==> src/rtl/asfp_pkg.sv <==
// Types and constants for the ASCII sensor frame parser.
// Used by ascii_sensor_frame_parser_unit; no other dependencies.
package asfp_pkg;

  // Configuration register indexes
  localparam int unsigned CfgIdxW = 1;
  localparam logic [CfgIdxW-1:0] REG_START_BYTE  = 1'd0;
  localparam logic [CfgIdxW-1:0] REG_HEADER_WORD = 1'd1;

  localparam logic [7:0]  START_BYTE_RST  = 8'h31;
  localparam logic [31:0] HEADER_WORD_RST = 32'h3131_3136;

  // Frame layout
  localparam int unsigned HDR_BYTES   = 4;
  localparam int unsigned FIELD_FIRST = 5;
  localparam int unsigned FIELD_LAST  = 20;
  localparam int unsigned NUM_FIELDS  = 4;

  // Characters
  localparam logic [7:0] CH_TAB   = 8'h09;
  localparam logic [7:0] CH_CR    = 8'h0D;
  localparam logic [7:0] CH_SPACE = 8'h20;
  localparam logic [7:0] CH_PLUS  = 8'h2B;
  localparam logic [7:0] CH_MINUS = 8'h2D;
  localparam logic [7:0] CH_ZERO  = 8'h30;
  localparam logic [7:0] CH_NINE  = 8'h39;

  localparam int unsigned RAW_W    = 15;
  localparam int unsigned SCALED_W = 17;
  localparam int unsigned QUOT_W   = 18;

  // raw * 160 / 33 as one multiply: 160 * ceil(2^26 / 33), then drop 26 bits.
  // Exact for every product below 2^25.
  localparam int unsigned RECIP_W     = 29;
  localparam logic [RECIP_W-1:0] RECIP_MUL = 29'd325376320;
  localparam int unsigned RECIP_SHIFT = 26;
  localparam int unsigned PROD_W      = RAW_W + RECIP_W;

  typedef enum logic [2:0] {
    PH_SKIP = 3'b001,
    PH_NUM  = 3'b010,
    PH_DONE = 3'b100
  } field_phase_t;

  typedef struct packed {
    logic [RAW_W-1:0] mag;
    logic             neg;
  } field_val_t;

endpackage

==> src/rtl/ascii_sensor_frame_parser_unit.sv <==
// ASCII sensor frame parser: byte-wise frame parse, header check and scaling.
// Depends on asfp_pkg.
//
// Usage:
//   Received bytes enter on rx_byte with in_valid/in_ready. While idle the
//   block waits for start_byte, then collects FRAME_BYTES bytes (start byte
//   included). Bytes 0..3 are checked against header_word, bytes 5..20 hold
//   four 4-character decimal fields parsed as they arrive. A frame with a good
//   header gives one request on the output channel (out_valid/out_ready):
//   the four integers and each divided by 3.3 with 4 fraction bits.
//   Throughput: one byte per cycle while in_ready is high. The parse of each
//   byte is done in the cycle it is taken; the final byte's request then
//   passes through the capture register, the per-field quotient multipliers
//   and the sign stage before it shows on out_valid.
//   When the receiver stalls, up to three requests wait in the capture,
//   quotient and output registers; in_ready drops only when all three are
//   full. Since a frame is at least 21 bytes this only happens under a long
//   stall.
//   Reset (rst, synchronous) returns the parser to idle, empties the result
//   stages and loads the register defaults. cfg_we writes cfg_data into the
//   register chosen by cfg_index at once.
module ascii_sensor_frame_parser_unit #(
  parameter int unsigned FRAME_BYTES = 22
) (
  input  logic                          clk,
  input  logic                          rst,
  input  logic                          cfg_we,
  input  logic [asfp_pkg::CfgIdxW-1:0]  cfg_index,
  input  logic [31:0]                   cfg_data,
  input  logic                          in_valid,
  output logic                          in_ready,
  input  logic [7:0]                    rx_byte,
  output logic                          out_valid,
  input  logic                          out_ready,
  output logic signed [14:0]            raw_a,
  output logic signed [14:0]            raw_b,
  output logic signed [14:0]            raw_c,
  output logic signed [14:0]            raw_d,
  output logic signed [16:0]            scaled_a,
  output logic signed [16:0]            scaled_b,
  output logic signed [16:0]            scaled_c,
  output logic signed [16:0]            scaled_d
);
  import asfp_pkg::*;

  localparam int unsigned PosW = $clog2(FRAME_BYTES);
  localparam logic [PosW-1:0] LastPos = PosW'(FRAME_BYTES - 1);

  // Configuration
  logic [7:0]  start_byte;
  logic [31:0] header_word;

  always_ff @(posedge clk) begin
    if (rst) begin
      start_byte  <= START_BYTE_RST;
      header_word <= HEADER_WORD_RST;
    end else if (cfg_we) begin
      unique case (cfg_index)
        REG_START_BYTE:  start_byte  <= cfg_data[7:0];
        REG_HEADER_WORD: header_word <= cfg_data;
        default: ;
      endcase
    end
  end

  // Parser state
  logic                 in_frame, in_frame_next;
  logic [PosW-1:0]      pos, pos_next;
  logic                 hdr_ok, hdr_ok_next;
  logic [RAW_W-1:0]     acc [NUM_FIELDS];
  logic [RAW_W-1:0]     acc_next [NUM_FIELDS];
  logic                 neg [NUM_FIELDS];
  logic                 neg_next [NUM_FIELDS];
  field_phase_t         ph [NUM_FIELDS];
  field_phase_t         ph_next [NUM_FIELDS];
  logic                 cap_load;

  // Result stages
  logic                 cap_v;
  field_val_t           cap [NUM_FIELDS];
  logic                 mid_v;
  logic [QUOT_W-1:0]    mid_q [NUM_FIELDS];
  field_val_t           mid [NUM_FIELDS];
  logic [RAW_W-1:0]     out_raw [NUM_FIELDS];
  logic [SCALED_W-1:0]  out_scaled [NUM_FIELDS];

  logic accept, out_adv, mid_adv;

  assign in_ready = !(cap_v && mid_v && out_valid);
  assign accept   = in_valid && in_ready;
  assign out_adv  = !out_valid || out_ready;
  assign mid_adv  = !mid_v || out_adv;

  // Per-byte decode of the selected field
  logic             is_space, is_digit;
  logic [3:0]       digit;
  logic [PosW-1:0]  pos_off;
  logic [1:0]       fsel;
  logic             in_field;
  logic [7:0]       hdr_byte;
  logic [RAW_W+3:0] acc_x10;
  logic [RAW_W-1:0] f_acc;
  logic             f_neg;
  field_phase_t     f_ph;

  assign is_space = (rx_byte == CH_SPACE) || (rx_byte >= CH_TAB && rx_byte <= CH_CR);
  assign is_digit = (rx_byte >= CH_ZERO) && (rx_byte <= CH_NINE);
  assign digit    = 4'(rx_byte - CH_ZERO);
  assign pos_off  = pos - PosW'(FIELD_FIRST);
  assign fsel     = pos_off[3:2];
  assign in_field = (pos >= PosW'(FIELD_FIRST)) && (pos <= PosW'(FIELD_LAST));
  assign hdr_byte = header_word[{~pos[1:0], 3'b000} +: 8];
  assign acc_x10  = {1'b0, acc[fsel], 3'b000} + {3'b000, acc[fsel], 1'b0};

  always_comb begin
    f_acc = acc[fsel];
    f_neg = neg[fsel];
    f_ph  = ph[fsel];
    unique case (ph[fsel])
      PH_SKIP: begin
        if (is_space) begin
          f_ph = PH_SKIP;
        end else if (rx_byte == CH_PLUS) begin
          f_ph = PH_NUM;
        end else if (rx_byte == CH_MINUS) begin
          f_neg = 1'b1;
          f_ph  = PH_NUM;
        end else if (is_digit) begin
          f_acc = RAW_W'(digit);
          f_ph  = PH_NUM;
        end else begin
          f_ph = PH_DONE;
        end
      end
      PH_NUM: begin
        if (is_digit) begin
          f_acc = acc_x10[RAW_W-1:0] + RAW_W'(digit);
        end else begin
          f_ph = PH_DONE;
        end
      end
      default: ;
    endcase
  end

  always_comb begin
    in_frame_next = in_frame;
    pos_next      = pos;
    hdr_ok_next   = hdr_ok;
    cap_load      = 1'b0;
    for (int i = 0; i < NUM_FIELDS; i++) begin
      acc_next[i] = acc[i];
      neg_next[i] = neg[i];
      ph_next[i]  = ph[i];
    end
    if (accept) begin
      if (!in_frame) begin
        if (rx_byte == start_byte) begin
          in_frame_next = 1'b1;
          pos_next      = PosW'(1);
          hdr_ok_next   = (rx_byte == header_word[31:24]);
          for (int i = 0; i < NUM_FIELDS; i++) begin
            acc_next[i] = '0;
            neg_next[i] = 1'b0;
            ph_next[i]  = PH_SKIP;
          end
        end
      end else begin
        if (pos < PosW'(HDR_BYTES)) begin
          if (rx_byte != hdr_byte) hdr_ok_next = 1'b0;
        end else if (in_field) begin
          acc_next[fsel] = f_acc;
          neg_next[fsel] = f_neg;
          ph_next[fsel]  = f_ph;
        end
        pos_next = pos + PosW'(1);
        if (pos == LastPos) begin
          // Header is settled by now; the last field byte may land here
          cap_load      = hdr_ok;
          in_frame_next = 1'b0;
          pos_next      = '0;
          hdr_ok_next   = 1'b1;
        end
      end
    end
  end

  always_ff @(posedge clk) begin
    if (rst) begin
      in_frame <= 1'b0;
      pos      <= '0;
      hdr_ok   <= 1'b1;
      for (int i = 0; i < NUM_FIELDS; i++) begin
        acc[i] <= '0;
        neg[i] <= 1'b0;
        ph[i]  <= PH_SKIP;
      end
    end else begin
      in_frame <= in_frame_next;
      pos      <= pos_next;
      hdr_ok   <= hdr_ok_next;
      for (int i = 0; i < NUM_FIELDS; i++) begin
        acc[i] <= acc_next[i];
        neg[i] <= neg_next[i];
        ph[i]  <= ph_next[i];
      end
    end
  end

  // Capture stage: hold the finished fields
  always_ff @(posedge clk) begin
    if (rst) begin
      cap_v <= 1'b0;
    end else if (cap_load) begin
      cap_v <= 1'b1;
    end else if (mid_adv) begin
      cap_v <= 1'b0;
    end
  end

  always_ff @(posedge clk) begin
    if (cap_load) begin
      for (int i = 0; i < NUM_FIELDS; i++) begin
        cap[i].mag <= acc_next[i];
        cap[i].neg <= neg_next[i];
      end
    end
  end

  // Quotient stage: magnitude * 160 / 33 by reciprocal multiply, one lane per field
  logic [PROD_W-1:0] prod [NUM_FIELDS];

  always_comb begin
    for (int i = 0; i < NUM_FIELDS; i++) begin
      prod[i] = PROD_W'(cap[i].mag) * PROD_W'(RECIP_MUL);
    end
  end

  always_ff @(posedge clk) begin
    if (rst) begin
      mid_v <= 1'b0;
    end else if (mid_adv) begin
      mid_v <= cap_v;
    end
  end

  always_ff @(posedge clk) begin
    if (mid_adv) begin
      for (int i = 0; i < NUM_FIELDS; i++) begin
        mid_q[i] <= prod[i][RECIP_SHIFT +: QUOT_W];
        mid[i]   <= cap[i];
      end
    end
  end

  // Sign stage and output register
  always_ff @(posedge clk) begin
    if (rst) begin
      out_valid <= 1'b0;
    end else if (out_adv) begin
      out_valid <= mid_v;
    end
  end

  always_ff @(posedge clk) begin
    if (out_adv) begin
      for (int i = 0; i < NUM_FIELDS; i++) begin
        out_raw[i]    <= mid[i].neg ? RAW_W'(-mid[i].mag) : mid[i].mag;
        out_scaled[i] <= mid[i].neg ? SCALED_W'(-mid_q[i][SCALED_W-1:0])
                                    : mid_q[i][SCALED_W-1:0];
      end
    end
  end

  assign raw_a    = out_raw[0];
  assign raw_b    = out_raw[1];
  assign raw_c    = out_raw[2];
  assign raw_d    = out_raw[3];
  assign scaled_a = out_scaled[0];
  assign scaled_b = out_scaled[1];
  assign scaled_c = out_scaled[2];
  assign scaled_d = out_scaled[3];

  // Checks
  a_pos_in_frame: assert property (@(posedge clk) disable iff (rst)
    in_frame |-> (pos <= LastPos))
    else $error("byte position ran past the frame end");

  a_frame_end_capture: assert property (@(posedge clk) disable iff (rst)
    (accept && in_frame && (pos == LastPos) && hdr_ok) |=> cap_v)
    else $error("good frame did not reach the capture stage");

  a_quot_lo: assert property (@(posedge clk) disable iff (rst)
    mid_v |-> ((25'(mid_q[0]) * 25'd33) <= (25'(mid[0].mag) * 25'd160)))
    else $error("quotient too large");

  a_quot_hi: assert property (@(posedge clk) disable iff (rst)
    mid_v |-> ((25'(mid[0].mag) * 25'd160) < ((25'(mid_q[0]) + 25'd1) * 25'd33)))
    else $error("quotient too small");

endmodule

==> config.mk <==
export PLATFORM = sky130hd
export DESIGN_NAME = ascii_sensor_frame_parser_unit
export DESIGN_NICKNAME = d
export VERILOG_FILES = /design/src/rtl/asfp_pkg.sv /design/src/rtl/ascii_sensor_frame_parser_unit.sv
export SDC_FILE = /design/constraint.sdc
export NUM_CORES = 2
export LEC_CHECK = 0
export BUFFER_PORTS_ARGS = -buffer_cell sky130_fd_sc_hd__buf_2
export CAP_MARGIN = 5
export CORE_ASPECT_RATIO = 0.9
export CORE_MARGIN = 3
export CORE_UTILIZATION = 45
export DETAILED_ROUTE_END_ITERATION = 12
export PLACE_DENSITY = 0.57
export SKIP_LAST_GASP = 1
export SLEW_MARGIN = 20
export SYNTH_ARGS = -nofsm -noshare
export SYNTH_HDL_FRONTEND = slang
export SYNTH_SLANG_ARGS = --single-unit
==> constraint.sdc <==
create_clock -name clk -period 6.6 [get_ports clk]
set_input_delay 0.99 -clock clk [delete_from_list [all_inputs] [get_ports clk]]
set_output_delay 0.99 -clock clk [all_outputs]
set_load 0.02 [all_outputs]
==> flow_metrics.tcl <==
set metrics [dict create \
    nets 4536 \
    wirelength_um 84600 \
    ys_seq_elements 450 \
    fill_cells 7537 \
    powerDensity_nw_per_um2 142 \
    die-area_um2 87200 \
    worst_slack_ps 360 \
    worstSetupStartpoint "cap[0][14]" \
    worstRegToRegCells 20 \
    p_total_mw 5.90 \
    die_w_um 311 \
    drive_gt1_frac 0.0983 \
    setup_viol_count_final 0 \
    initial_core_util 0.459 \
    synth.cell_area_um2 37600 \
    slew_headroom 0.266 \
    hpwl_um 68900 \
    cts_tree "built" \
    max_cap_viol_count 0 \
    fin_cells 4721 \
    final_common_cell "inv_1" \
    synth-simple-area-share 0.0764 \
    routed_via_density 5.08 \
    syn_area_per_cell_um2 11.2 \
    synth_compound_area_frac 0.0791 \
    ys_warn_count 0 \
    dp_cells 4629 \
    clock-sinks 450 \
    tightestPinTransition_ps 1090 \
    placed_cell_area_um2 40000 \
    portBuffers 175 \
    layout_common_cells "inv_1 (650), ha_1 (563), fa_1 (358), edfxtp_1 (324), nand2_1 (213)" \
    synth_top_family_by_area "adder cells" \
    clock_latency_ps 610 \
    row_count 99 \
    firstDrtPassIters 7 \
    clk_pin_slew_worst_paths_ps 60 \
    ir_worst_vdd_mv 0.164 \
    synthXorXnorAreaFrac 0.0528 \
    diodes 0 \
    r2r_slack_ps 360 \
    clk_path_buf_depth 3 \
    fp.coreArea_um2 82000 \
    leakage_nw 19.2 \
    yosysSeqAreaShare 0.325 \
    wire_per_inst_um 17.9 \
    reg2reg_to "mid_q[0][16]" \
    min_path_type "reg2reg" \
    worstSetupPathType "reg2reg" \
    grt_max_degree 80 \
    hold_violations 0 \
    r2r_start "cap[0][14]" \
    post-route-period-util 0.945 \
    synth_top_area_frac 0.258 \
    synth_ff_type "edfxtp_1" \
    fin_hold_ws_ps 418 \
    grt_pass1_vias 24900 \
    arrival_ps 6590 \
    rsz0062_at_grt "no" \
    htree_levels 2 \
    status "finished, final reports clean" \
    clockRootBuffer "clkbuf_16" \
    routed-via-count 24000 \
    grt_pass1_wl_um 137000 \
    endpoint_kind "flop" \
    final_antenna_net_count 0 \
    synthesis.nets 4336 \
    multi_input_area_um2 22700 \
    synthMuxAreaShare 0.0164 \
    synth_edf_count 324 \
    syn_inst 3369 \
    start_kind "flop" \
    drtIter0Drc 1260 \
    synth_area_leaders "edfxtp_1 (26%), fa_1 (19%), ha_1 (19%), dfxtp_1 (6.7%), inv_1 (6.5%)" \
    synth.distinct_cells 70 \
    skew_ps 25.2 \
    yosys.area.top_type "edfxtp_1" \
    fmax_mhz 160 \
    die_y_um 280 \
    ios 176 \
    fin_area_um2 41600 \
    numCtsBuffers 49 \
    finish.utilization 0.508 \
    post-route-min-period_ps 6240 \
    setup.worst_path.end "mid_q[0][16]" \
    synthAdderAreaFrac 0.377 \
    gp_congestion 0.890 \
    worstPathMaxFanout 9 \
    cp.required_ps 6950 \
    syn2layout_area_growth_pct 10.6 \
    async_reset_ff_frac 0 \
    antenna_found_initial 2 \
    regArea_um2 12300 \
    setup_tns_ps 0 \
    pre_cts_slack_ps 392 \
    gr-usage-all-layers 0.198 \
    drv_slew 0 \
    grt-ovfl-total 0 \
    drt_drc_violations_left 0 \
]
-- timing repair --
| item | in CTS | in global routing |
|---|---|---|
| resized for setup | 0 | 1 |
| hold buffers | 0 | 0 |
| endpoints found under the setup margin | 0 | 1 |
| setup buffers | 0 | 0 |
-- final cells by class --
cell class	instances	area share
Tap cell	1111	0.0334
Clock inverter	31	0.00640
Sequential cell	450	0.294
Timing Repair Buffer	215	0.0283
Clock buffer	61	0.0329
Inverter	653	0.0590
Multi-Input combinational cell	2200	0.546
-- cell families (layout without fill, tap and decap cells) --
group	Yosys count	count (layout)
adder cells (fa/ha/maj)	921	921
flip-flops	450	450
buffers and inverters	719	960
XOR/XNOR	226	226
AND/OR/NAND/NOR	591	591
multiplexers	28	28
AO/OA/AOI/OAI	434	434
-- synthesized netlist by cell type, types with 6 or more instances --
cell type,count
inv_1,652
nand2_1,215
ha_1,563
a21oi_1,80
o21ai_0,88
nand2b_1,17
o211ai_1,6
o21a_1,19
o31ai_1,42
xnor2_1,180
fa_1,358
or4_1,12
a31oi_1,14
o41ai_1,10
a211oi_1,10
clkbuf_1,57
nand3_1,54
nor3_1,39
a22oi_1,8
and3_1,10
xor2_1,45
or2_2,13
nand4_1,16
a22o_1,61
a211o_1,7
nor2_1,87
or3_1,26
mux4_2,27
edfxtp_1,324
nor4_1,8
a21o_1,37
and2_1,67
nor2b_1,17
dfxtp_1,126
-- worst max-delay path, stage by stage, from the launching register on --
cell and delay, ps:
edfxtp_1 540, inv_1 80, ha_1 330, fa_1 540, fa_1 480, fa_1 510, inv_1 60, fa_1 470
inv_1 50, fa_1 480, inv_1 50, ha_1 330, a21o_1 180, a21o_1 170, a211oi_1 230, nor2_1 110
o31a_1 350, o41a_1 450, a211o_1 310, a21oi_1 200, xnor2_1 90
-- layer usage --
layer,up-vias,global-route usage,wire [µm]
met5,-,0,16
met4,2,0.0401,1490
met3,87,0.0270,3740
met2,453,0.310,37400
met1,11700,0.296,41900
li1,11800,-,-
-- sequential cells by signal, indices dropped and copies added, names as in the netlist --
| signal | count |
|---|---|
| neg | 4 |
| header_word | 32 |
| hdr_ok | 1 |
| in_frame | 1 |
| out_raw | 60 |
| out_scaled | 68 |
| mid | 64 |
| out_valid | 1 |
| cap | 64 |
| pos | 5 |
| acc | 60 |
| mid_q | 68 |
| cap_v | 1 |
| ph | 12 |
| mid_v | 1 |
| start_byte | 8 |
-- power breakdown --
part	internal (mW)	leakage (nW)	total (mW)	switching, mW
clock network	1.60	0.810	2.79	1.19
logic	0.0375	14.4	0.0946	0.0571
registers	3.00	4.03	3.01	0.00834
-- worst min-delay path by stage --
stage / endpoint / startpoint / depth (start not counted) / slack [ps]
after global placement: mid[1][0] / cap[1][0] / 0 / 400
after CTS: mid[3][0] / cap[3][0] / 0 / 420
after global routing: mid[1][0] / cap[1][0] / 0 / 430
final: mid[3][0] / cap[3][0] / 0 / 420
after floorplan: mid[0][0] / cap[0][0] / 0 / 400
after detailed placement: mid[3][0] / cap[3][0] / 0 / 410
(Power assumes the default switching activity.)
